==> src/hw/rtl/loas_pkg.sv <==
// shared types and constants of the obstacle avoidance sequencer
package loas_pkg;

    localparam int DEFAULT_HISTORY_DEPTH = 64;

    typedef struct packed {
        logic [15:0] range_mm;
        logic [8:0]  beam_angle;
        logic        scan_end;
    } loas_in_t;

    typedef struct packed {
        logic [1:0]         message_kind;
        logic [10:0]        linear_milli;
        logic signed [11:0] angular_milli;
        logic               last_message;
    } loas_out_t;

    localparam logic [1:0] MSG_VELOCITY = 2'd0;
    localparam logic [1:0] MSG_STOP     = 2'd1;
    localparam logic [1:0] MSG_START    = 2'd2;

    localparam logic [2:0] REG_MODE   = 3'd0;
    localparam logic [2:0] REG_AVOID  = 3'd1;
    localparam logic [2:0] REG_NEAR   = 3'd2;
    localparam logic [2:0] REG_MID    = 3'd3;
    localparam logic [2:0] REG_LIMIT  = 3'd4;
    localparam logic [2:0] REG_CRUISE = 3'd5;

endpackage

==> src/hw/rtl/lidar_obstacle_avoid_sequencer.sv <==
// Obstacle avoidance sequencer: takes one range sample per cycle while idle and tracks the
// nearest front obstacle and the lateral one. The scan end sample starts the decision
// sequencer: one restoring divider, one quotient bit per cycle, computes 500000/range and a
// reciprocal multiply gives 3*range/5; a zero range skips the divider, and in idle mode the
// decision emits nothing. Each decision is followed by up to three messages at one per cycle
// as the output register frees. The result register lets the next scan's samples enter while
// the last message still waits. Recorded turns sit in a history memory of HISTORY_DEPTH
// entries with a registered read port.
module lidar_obstacle_avoid_sequencer
    import loas_pkg::*;
#(
    parameter int HISTORY_DEPTH = DEFAULT_HISTORY_DEPTH
) (
    input  logic      aclk,
    input  logic      aresetn,
    input  logic      s_valid,
    output logic      s_ready,
    input  loas_in_t  s_data,
    output logic      m_valid,
    input  logic      m_ready,
    output loas_out_t m_data,
    input  logic        cfg_wr_en,
    input  logic [2:0]  cfg_index,
    input  logic [15:0] cfg_wdata
);

    localparam int AW = (HISTORY_DEPTH > 1) ? $clog2(HISTORY_DEPTH) : 1;
    localparam int CW = $clog2(HISTORY_DEPTH + 1);
    localparam logic [1:0] MODE_PLAIN  = 2'd1;
    localparam logic [1:0] MODE_ASSIST = 2'd2;
    localparam logic [1:0] SIDE_NONE  = 2'd0;
    localparam logic [1:0] SIDE_LEFT  = 2'd1;
    localparam logic [1:0] SIDE_RIGHT = 2'd2;

    typedef enum logic [2:0] {
        S_IDLE, S_DECIDE, S_DIV, S_TURN, S_REPLAY, S_TAIL, S_EMIT
    } state_t;

    state_t state_reg;

    logic [1:0]  mode_reg;
    logic [15:0] avoid_reg, near_reg, mid_reg;
    logic [10:0] limit_reg, cruise_reg;

    logic [5:0]  half_reg;
    logic [15:0] fmin_range_reg;
    logic [8:0]  fmin_angle_reg;
    logic        front_seen_reg, lateral_seen_reg;
    logic [1:0]  side_reg;
    logic        righting_reg, fwd_done_reg;
    logic [5:0]  fwd_left_reg;
    logic [CW-1:0] turn_count_reg;

    // restoring divider
    logic [18:0] dvd_reg;
    logic [15:0] dvs_reg, rem_reg;
    logic [4:0]  div_cnt_reg;
    logic [16:0] rem_sh;
    logic        qbit;

    logic [33:0] lin_prod;
    logic [15:0] lin_quo;

    logic [10:0] mag_reg, lin_reg;
    logic signed [11:0] ang_reg;
    loas_out_t   msg_reg [3];
    logic [1:0]  n_reg, emit_reg;
    logic        m_valid_reg;
    loas_out_t   m_data_reg;

    logic signed [11:0] hist_mem [HISTORY_DEPTH];
    logic signed [11:0] hist_rd_reg;
    logic [CW-1:0] count_dec;
    logic [AW-1:0] rd_addr, wr_addr;
    logic          hist_we;
    logic signed [11:0] turn_ang;

    logic [8:0] lo_edge, hi_edge;
    logic       in_front, in_lateral, accept, left;
    logic [1:0] n_fin;

    function automatic loas_out_t mk_msg(logic [1:0] kind, logic [10:0] lin,
                                         logic signed [11:0] ang);
        loas_out_t m;
        m.message_kind  = kind;
        m.linear_milli  = lin;
        m.angular_milli = ang;
        m.last_message  = 1'b0;
        return m;
    endfunction

    assign accept  = s_valid && s_ready;
    assign s_ready = (state_reg == S_IDLE);
    assign m_valid = m_valid_reg;
    assign m_data  = m_data_reg;

    assign lo_edge = 9'd180 - {3'd0, half_reg};
    assign hi_edge = 9'd180 + {3'd0, half_reg};
    assign in_front = (s_data.beam_angle >= lo_edge) && (s_data.beam_angle < hi_edge)
        && (s_data.range_mm < fmin_range_reg);
    assign in_lateral = (s_data.range_mm < avoid_reg) &&
        ((side_reg == SIDE_LEFT && s_data.beam_angle >= 9'd75 && s_data.beam_angle < 9'd105)
        || (side_reg == SIDE_RIGHT && s_data.beam_angle >= 9'd255
            && s_data.beam_angle < 9'd285));

    assign rem_sh = {rem_reg, dvd_reg[18]};
    assign qbit   = (rem_sh >= {1'b0, dvs_reg});

    // 3 * range / 5 as range * 157287 >> 18, exact for 16-bit ranges
    assign lin_prod = {18'd0, fmin_range_reg} * 34'd157287;
    assign lin_quo  = lin_prod[33:18];

    assign count_dec = turn_count_reg - CW'(1);
    assign rd_addr   = count_dec[AW-1:0];
    assign wr_addr   = turn_count_reg[AW-1:0];
    assign left      = (side_reg == SIDE_LEFT) || (fmin_angle_reg <= 9'd180);
    assign turn_ang  = left ? $signed({1'b0, mag_reg}) : -$signed({1'b0, mag_reg});
    assign hist_we   = (state_reg == S_TURN) && (turn_count_reg < CW'(HISTORY_DEPTH));
    assign n_fin     = (mode_reg == MODE_PLAIN) ? n_reg + 2'd1 : n_reg;

    always_ff @(posedge aclk) begin
        if (hist_we) begin
            hist_mem[wr_addr] <= turn_ang;
        end
        hist_rd_reg <= hist_mem[rd_addr];
    end

    always_ff @(posedge aclk) begin
        if (!aresetn) begin
            state_reg        <= S_IDLE;
            mode_reg         <= MODE_ASSIST;
            avoid_reg        <= 16'd1500;
            near_reg         <= 16'd600;
            mid_reg          <= 16'd1000;
            limit_reg        <= 11'd800;
            cruise_reg       <= 11'd300;
            half_reg         <= 6'd15;
            fmin_range_reg   <= 16'd1500;
            fmin_angle_reg   <= '0;
            front_seen_reg   <= 1'b0;
            lateral_seen_reg <= 1'b0;
            side_reg         <= SIDE_NONE;
            righting_reg     <= 1'b0;
            fwd_done_reg     <= 1'b0;
            fwd_left_reg     <= 6'd26;
            turn_count_reg   <= '0;
            n_reg            <= '0;
            emit_reg         <= '0;
            m_valid_reg      <= 1'b0;
        end else begin
            if (cfg_wr_en) begin
                case (cfg_index)
                    REG_MODE:   mode_reg   <= cfg_wdata[1:0];
                    REG_AVOID:  avoid_reg  <= cfg_wdata;
                    REG_NEAR:   near_reg   <= cfg_wdata;
                    REG_MID:    mid_reg    <= cfg_wdata;
                    REG_LIMIT:  limit_reg  <= cfg_wdata[10:0];
                    REG_CRUISE: cruise_reg <= cfg_wdata[10:0];
                    default: ;
                endcase
            end
            // while emitting, the emit state reloads the word itself
            if (m_valid_reg && m_ready && state_reg != S_EMIT) begin
                m_valid_reg <= 1'b0;
            end
            case (state_reg)
                S_IDLE: begin
                    if (accept) begin
                        if (in_front) begin
                            fmin_range_reg <= s_data.range_mm;
                            fmin_angle_reg <= s_data.beam_angle;
                            front_seen_reg <= 1'b1;
                        end
                        if (in_lateral) begin
                            lateral_seen_reg <= 1'b1;
                        end
                        if (s_data.scan_end) begin
                            state_reg <= S_DECIDE;
                        end
                    end
                end
                S_DECIDE: begin
                    n_reg   <= '0;
                    ang_reg <= '0;
                    lin_reg <= '0;
                    if (mode_reg != MODE_PLAIN && mode_reg != MODE_ASSIST) begin
                        fmin_range_reg   <= avoid_reg;
                        fmin_angle_reg   <= '0;
                        front_seen_reg   <= 1'b0;
                        lateral_seen_reg <= 1'b0;
                        state_reg        <= S_IDLE;
                    end else begin
                        if (fmin_range_reg < near_reg) begin
                            half_reg <= 6'd42;
                        end else if (fmin_range_reg < mid_reg) begin
                            half_reg <= 6'd30;
                        end else begin
                            half_reg <= 6'd15;
                        end
                        if (front_seen_reg && !righting_reg) begin
                            if (fmin_range_reg == '0) begin
                                mag_reg   <= limit_reg;
                                state_reg <= S_TURN;
                            end else begin
                                dvd_reg     <= 19'd500000;
                                dvs_reg     <= fmin_range_reg;
                                rem_reg     <= '0;
                                div_cnt_reg <= 5'd18;
                                state_reg   <= S_DIV;
                            end
                        end else if (side_reg == SIDE_LEFT || side_reg == SIDE_RIGHT) begin
                            if (!fwd_done_reg) begin
                                if (fwd_left_reg == '0) begin
                                    fwd_done_reg <= 1'b1;
                                end else begin
                                    fwd_left_reg <= fwd_left_reg - 6'd1;
                                end
                                righting_reg <= 1'b1;
                                msg_reg[0]   <= mk_msg(MSG_VELOCITY, cruise_reg, '0);
                                n_reg        <= 2'd1;
                                state_reg    <= S_TAIL;
                            end else if (turn_count_reg == '0) begin
                                if (lateral_seen_reg && !front_seen_reg) begin
                                    msg_reg[0] <= mk_msg(MSG_VELOCITY, cruise_reg, '0);
                                    msg_reg[1] <= mk_msg(MSG_VELOCITY, cruise_reg, '0);
                                    n_reg      <= 2'd2;
                                end else begin
                                    righting_reg <= 1'b0;
                                    side_reg     <= SIDE_NONE;
                                    fwd_left_reg <= 6'd25;
                                    fwd_done_reg <= 1'b0;
                                    if (mode_reg == MODE_ASSIST) begin
                                        msg_reg[0] <= mk_msg(MSG_START, '0, '0);
                                        msg_reg[1] <= mk_msg(MSG_VELOCITY, '0, '0);
                                        n_reg      <= 2'd2;
                                    end else begin
                                        msg_reg[0] <= mk_msg(MSG_VELOCITY, '0, '0);
                                        n_reg      <= 2'd1;
                                    end
                                end
                                state_reg <= S_TAIL;
                            end else begin
                                // history read issued this cycle at count - 1
                                turn_count_reg <= count_dec;
                                state_reg      <= S_REPLAY;
                            end
                        end else begin
                            state_reg <= S_TAIL;
                        end
                    end
                end
                S_DIV: begin
                    if (qbit) begin
                        rem_reg <= rem_sh[15:0] - dvs_reg;
                    end else begin
                        rem_reg <= rem_sh[15:0];
                    end
                    dvd_reg <= {dvd_reg[17:0], qbit};
                    if (div_cnt_reg != '0) begin
                        div_cnt_reg <= div_cnt_reg - 5'd1;
                    end else begin
                        if ({dvd_reg[17:0], qbit} > {8'd0, limit_reg}) begin
                            mag_reg <= limit_reg;
                        end else begin
                            mag_reg <= {dvd_reg[9:0], qbit};
                            lin_reg <= (lin_quo > 16'd2000) ? 11'd2000 : lin_quo[10:0];
                        end
                        state_reg <= S_TURN;
                    end
                end
                S_TURN: begin
                    if (turn_count_reg < CW'(HISTORY_DEPTH)) begin
                        turn_count_reg <= turn_count_reg + CW'(1);
                    end
                    side_reg <= left ? SIDE_LEFT : SIDE_RIGHT;
                    ang_reg  <= turn_ang;
                    if (mode_reg == MODE_ASSIST) begin
                        msg_reg[0] <= mk_msg(MSG_STOP, '0, '0);
                        msg_reg[1] <= mk_msg(MSG_VELOCITY, lin_reg, turn_ang);
                        n_reg      <= 2'd2;
                    end else begin
                        msg_reg[0] <= mk_msg(MSG_VELOCITY, lin_reg, turn_ang);
                        n_reg      <= 2'd1;
                    end
                    state_reg <= S_TAIL;
                end
                S_REPLAY: begin
                    ang_reg    <= -hist_rd_reg;
                    msg_reg[0] <= mk_msg(MSG_VELOCITY, '0, -hist_rd_reg);
                    n_reg      <= 2'd1;
                    state_reg  <= S_TAIL;
                end
                S_TAIL: begin
                    if (mode_reg == MODE_PLAIN) begin
                        msg_reg[n_reg] <= mk_msg(MSG_VELOCITY, cruise_reg, ang_reg);
                    end
                    n_reg            <= n_fin;
                    emit_reg         <= '0;
                    fmin_range_reg   <= avoid_reg;
                    fmin_angle_reg   <= '0;
                    front_seen_reg   <= 1'b0;
                    lateral_seen_reg <= 1'b0;
                    state_reg        <= (n_fin == '0) ? S_IDLE : S_EMIT;
                end
                S_EMIT: begin
                    if (!m_valid_reg || m_ready) begin
                        m_valid_reg  <= 1'b1;
                        m_data_reg   <= {msg_reg[emit_reg][$bits(loas_out_t)-1:1],
                                         emit_reg == n_reg - 2'd1};
                        emit_reg     <= emit_reg + 2'd1;
                        if (emit_reg == n_reg - 2'd1) begin
                            state_reg <= S_IDLE;
                        end
                    end
                end
                default: state_reg <= S_IDLE;
            endcase
        end
    end

endmodule

==> config.mk <==
export PLATFORM = sky130hd
export DESIGN_NAME = lidar_obstacle_avoid_sequencer
export DESIGN_NICKNAME = d
export VERILOG_FILES = /design/src/hw/rtl/loas_pkg.sv /design/src/hw/rtl/lidar_obstacle_avoid_sequencer.sv
export SDC_FILE = /design/constraint.sdc
export NUM_CORES = 2
export LEC_CHECK = 0
export BUFFER_PORTS_ARGS = -buffer_cell sky130_fd_sc_hd__buf_2
export CORE_MARGIN = 2
export CORE_UTILIZATION = 55
export DETAILED_ROUTE_END_ITERATION = 10
export MAX_ROUTING_LAYER = met4
export PLACE_DENSITY_LB_ADDON = 0.05
export SLEW_MARGIN = 10
export SYNTH_ARGS = -nofsm -noshare
export SYNTH_HDL_FRONTEND = slang
export SYNTH_SLANG_ARGS = --single-unit
==> constraint.sdc <==
create_clock -name aclk -period 15.9 [get_ports aclk]
set_input_delay 1.59 -clock aclk [delete_from_list [all_inputs] [get_ports aclk]]
set_output_delay 1.59 -clock aclk [all_outputs]
set_load 0.005 [all_outputs]
# After elaboration in Yosys (flattened, before gate mapping)
# Memories as Yosys holds them, arrays and structs flattened. A register that Yosys moved wholly into a read port is not among the register bits.
# Index checks and enable logic that the tools add are counted.
# classes
multipliers	1
n_reduce_logical	59
eq_ne	43
n_addsub	12
n_lt_le_gt_ge	15
mux	157
bitwise	11
# op_table
cell	count
25-bit two-way mux	9
16-bit two-way mux	7
11-bit two-way mux	8
1-bit two-way mux	69
16-bit < comparator	4
19-bit two-way mux	3
16-bit case mux with 3 select lines	1
11-bit case mux with 2 select lines	2
7-bit two-way mux	6
2-bit inequality test, second input constant	19
19-bit case mux with 2 select lines	1
12-bit case mux with 3 select lines	1
16-bit by 18-bit multiplier with 34-bit output, second input constant	1
2-bit two-way mux	17
16-bit case mux with 2 select lines	1
6-bit two-way mux	5
3-bit two-way mux	9
9-bit two-way mux	3
9-bit case mux with 3 select lines	1
5-bit two-way mux	5
25-bit OR reduction	1
7-bit AND reduction	3
19-bit by 11-bit greater-than comparator with 1-bit output	1
3-bit case mux with 6 select lines	1
other kinds (55)	120
# totals
memories	2
ramBits	843
word_cells	328
reg_bits	221
in_bits	50
# memory_table
memory	depth	width	rd	rd_ports_with_merged_regs	wr	line	rtl
hist_mem	64	12	1	1	1	lidar_obstacle_avoid_sequencer.sv:71	logic signed [11:0] hist_mem [HISTORY_DEPTH];
msg_reg	3	25	1	1	2	lidar_obstacle_avoid_sequencer.sv:66	loas_out_t msg_reg [3];

# Depth between registers and ports, before layout
# logic_depth
word_depth	18
ltp_mapped	22

# Least setup slack after synthesis
# OpenSTA, ideal clock, no wires.
# synth_path
path_type	reg2reg
start	register fmin_range_reg[8]
end	register lin_reg[6] (data pin)
stages_incl_launch_ff	23
t_arrival_ns	5.823
required_ns	15.646
path_buffers	1
slack_ns	9.823
cell_sequence	dfxtp_1 inv_1 ha_1 fa_1 inv_1 fa_1 fa_1 inv_1 fa_1 inv_1 fa_1 inv_1 ha_1 buf_2 nand4_2 nor4b_1 a21o_1 o21ai_1 a21boi_0 a21oi_1 a211oi_2 nand2_1 o21a_1
# synth_via
elab_chain_len	6
# synth_rtl
element	line	rtl
start, declared	lidar_obstacle_avoid_sequencer.sv:46	logic [15:0] fmin_range_reg;
start signal, assigned	lidar_obstacle_avoid_sequencer.sv:170	fmin_range_reg <= s_data.range_mm;
start signal, assigned	lidar_obstacle_avoid_sequencer.sv:187	fmin_range_reg <= avoid_reg;
start signal, assigned	lidar_obstacle_avoid_sequencer.sv:299	fmin_range_reg <= avoid_reg;
16-bit by 18-bit multiplier with 34-bit output (*)	lidar_obstacle_avoid_sequencer.sv:110	assign lin_prod = {18'd0, fmin_range_reg} * 34'd157287;
16-bit by 11-bit greater-than comparator with 1-bit output	lidar_obstacle_avoid_sequencer.sv:266	lin_reg <= (lin_quo > 16'd2000) ? 11'd2000 : lin_quo[10:0];
11-bit two-way mux (*)	lidar_obstacle_avoid_sequencer.sv:266	
11-bit two-way mux (*)	lidar_obstacle_avoid_sequencer.sv:262	if ({dvd_reg[17:0], qbit} > {8'd0, limit_reg}) begin
11-bit two-way mux (*)	lidar_obstacle_avoid_sequencer.sv:259	if (div_cnt_reg != '0) begin
11-bit case mux with 2 select lines (*)	lidar_obstacle_avoid_sequencer.sv:166	case (state_reg)
end signal, assigned	lidar_obstacle_avoid_sequencer.sv:266	
end, declared	lidar_obstacle_avoid_sequencer.sv:64	logic [10:0] mag_reg, lin_reg;
# Mark *: on every way between the ends. The rest lies on a longest branch, timed or not. The select of a mux whose other input is x is not followed.
# A chain may end at the register's enable or synchronous reset.

# Final worst setup path
# layout_path
start	register fmin_range_reg[8]
end	register lin_reg[8] (data pin)
# The elaborated chain is that of the path after synthesis.

==> flow_metrics.tcl <==
set metrics [dict create \
    status "complete, no violations" \
    cts_tree "done" \
    ys.flop_type "edfxtp_1" \
    crit_arrival_ns 7.30 \
    path_clk_slew_ns 0.06 \
    drv_cap 0 \
    synth_edf_count 976 \
    p_leak_nw 20.1 \
    period_needed_ns 6.84 \
    die_area_mm2 0.0966 \
    cp_data_required_time_ns 16.36 \
    grtUsageTotal 0.272 \
    clockRootBuffer "clkbuf_16" \
    clockBufferDepth 3 \
    dp_hpwl_um 85400 \
    crit_chain "inv_1 > ha_1 > fa_1 > inv_1 > fa_1 > fa_1 > inv_1 > fa_1 > inv_1 > fa_1 > inv_1 > ha_1 > nand4_2 > nor4b_1 > a21o_1 > o21ai_1 > a21boi_0 > a21oi_1 > a211oi_2 > nand2_1 > o21a_1" \
    port_buffers 77 \
    numCtsBuffers 112 \
    grtUsageMet3 0.0362 \
    grt_first_pass_wirelength_um 192000 \
    grt_overflow_total 0 \
    cp_max_fo 9 \
    h-tree-depth 3 \
    slew_headroom 0.188 \
    endpoint_kind "register" \
    powerDensity_mw_per_mm2 172 \
    place_inst 4636 \
    ys_types 78 \
    grt_max_degree 68 \
    skew_ns 0.0293 \
    min_path_type "register to register" \
    globalRouteMet1Util 0.354 \
    ios 78 \
    gr-usage-met2 0.444 \
    worst_path_max_delay_cell "dfxtp_1" \
    yosysWarnings 0 \
    peakVddDrop_v 0.000174 \
    worst_setup_path_start_kind "register" \
    rows 112 \
    routedWlPerCell_um 25.9 \
    ant_nets 0 \
    vias 29100 \
    hold_buffers 0 \
    synth_fp_nets 3752 \
    route.detailed.drc 0 \
    worstMarginPinSlew_ns 1.22 \
    antenna_found_initial 2 \
    netlist_area_mm2 0.0517 \
    core_mm2 0.0933 \
    largest_reg_flops 768 \
    finalNonFillerCells 4846 \
    firstDrtPassIters 5 \
    finalHoldViolCount 0 \
    syn_area_per_cell_um2 15.4 \
    synthCells 3370 \
    grt-busiest-layer "met2" \
    area_growth_pct 11.2 \
    wirelength_um 126000 \
    worstSkewPairLatency_ns 0.72 \
    routabilityCongestion 0.888 \
    first_iter_violations 2745 \
    crit_family "adder cells" \
    die-height_um 311 \
    yosysSeqAreaShare 0.621 \
    die_w_um 311 \
    num-nets-final 3879 \
    final.fill_count 6948 \
    synth-async-reset-ratio 0 \
    rsz0062_at_grt "no" \
    drive_gt1_frac 0.192 \
    clkSinkCount 1118 \
    multi_input_area_mm2 0.0181 \
    cts_post_setup_buffers_inserted 0 \
    grt_pass1_vias 30100 \
    regArea_mm2 0.0322 \
    ys_seq_elements 1118 \
    timing.fmax_mhz 146 \
    final_max_slew_viol_count 0 \
    setup_viol 0 \
    vias_per_cell 6.01 \
    critPathBufInv 5 \
    critPathMaxStageDelay_ns 0.58 \
    cts_resized 0 \
    setup_tns_ns 0 \
    path_class "register to register" \
    utilization 0.617 \
    fin_crit_sh 0.430 \
    start_util 0.554 \
]
-- stage by stage --
stage / power, mW / hold WS [ns] / setup WS (ns) / area [um2]
after floorplan: 6.16 / 0.415 / 9.82 / 51700
after global placement: 7.31 / 0.429 / 9.22 / 53800
after detailed placement: 7.32 / 0.435 / 9.07 / 53800
after CTS: 9.97 / 0.444 / 9.04 / 57500
after global routing: 10.5 / 0.476 / 8.60 / 57600
final: 9.89 / 0.451 / 9.06 / 57600
-- Yosys cell counts (all sizes together) (44+ instances only) --
master / number / area share
edfxtp: 976 / 0.57
inv: 275 / 0.020
mux4: 275 / 0.12
nand2: 260 / 0.019
ha: 251 / 0.061
nor2: 163 / 0.012
dfxtp: 142 / 0.055
a21oi: 131 / 0.013
clkbuf: 101 / 0.0073
o21ai: 87 / 0.0084
fa: 81 / 0.031
nor3: 50 / 0.0050
nand3: 44 / 0.0043
-- placed cells by master (no fill, tap or decap), types with 20 or more instances in the layout --
cell / count
ha_1: 250
a21oi_1: 130
mux2i_1: 21
nand4_1: 22
dfxtp_1: 140
or3_1: 23
a21o_1: 37
and3_1: 23
nand2_1: 257
mux4_2: 275
buf_2: 77
o211ai_1: 36
edfxtp_1: 976
clkbuf_16: 114
fa_1: 81
clkbuf_1: 22
nor3_1: 45
buf_4: 79
inv_1: 264
nand3_1: 44
nand2b_1: 29
o21ai_0: 85
clkinv_2: 20
xnor2_1: 39
nor2_1: 147
a22o_1: 24
-- worst reg2reg max path, delay by kind of cell (launching register included) --
family / cells / cell delay, ns
adders and majority gates: 7 / 3.47
DFF: 1 / 0.58
buffers and inverters: 5 / 0.42
AOI/OAI and AO/OA: 6 / 1.33
and+or+nand+nor: 3 / 0.77
-- power by group --
part	switching, mW	internal (mW)	total [mW]
logic	2.32	1.47	3.79
clock network	1.13	1.51	2.64
registers	0.111	3.34	3.46
-- metal layers --
metal  wire (um)  up-vias
met5           0        -
met4        4700        0
met3        6590      208
met2       63000      914
met1       51300    14900
li1            -    13100
-- path summary, 6_finish.rpt --
path | from | endpoint | slack [ns] | depth (start not counted)
max | fmin_range_reg[8]$_SDFFE_PN1P_ | lin_reg[8]$_SDFFCE_PN0P_ | 9.06 | 21
min | msg_reg[0][23]$_SDFFE_PP0P_ | msg_reg[0][23]$_SDFFE_PP0P_ | 0.45 | 2
max reg2reg | fmin_range_reg[8]$_SDFFE_PN1P_ | lin_reg[8]$_SDFFCE_PN0P_ | 9.06 | 21
min reg2reg | msg_reg[0][23]$_SDFFE_PP0P_ | msg_reg[0][23]$_SDFFE_PP0P_ | 0.45 | 2
-- cell type report --
class	count	area share
Inverter	275	0.0179
Timing Repair Buffer	157	0.0173
Antenna cell	2	0.0000869
Clock inverter	59	0.0104
Sequential cell	1118	0.559
Clock buffer	148	0.0539
Tap cell	1254	0.0273
Multi-Input combinational cell	1833	0.315
-- logic make-up after synthesis --
group,Yosys count,synth area share
AO/OA/AOI/OAI,439,0.0555
XOR/XNOR,59,0.00999
adder cells (fa/ha/maj),332,0.0920
buffers and inverters,419,0.0312
flip-flops,1118,0.621
multiplexers,315,0.128
AND/OR/NAND/NOR,688,0.0621
Note: power is estimated with default switching activity, not from simulation.
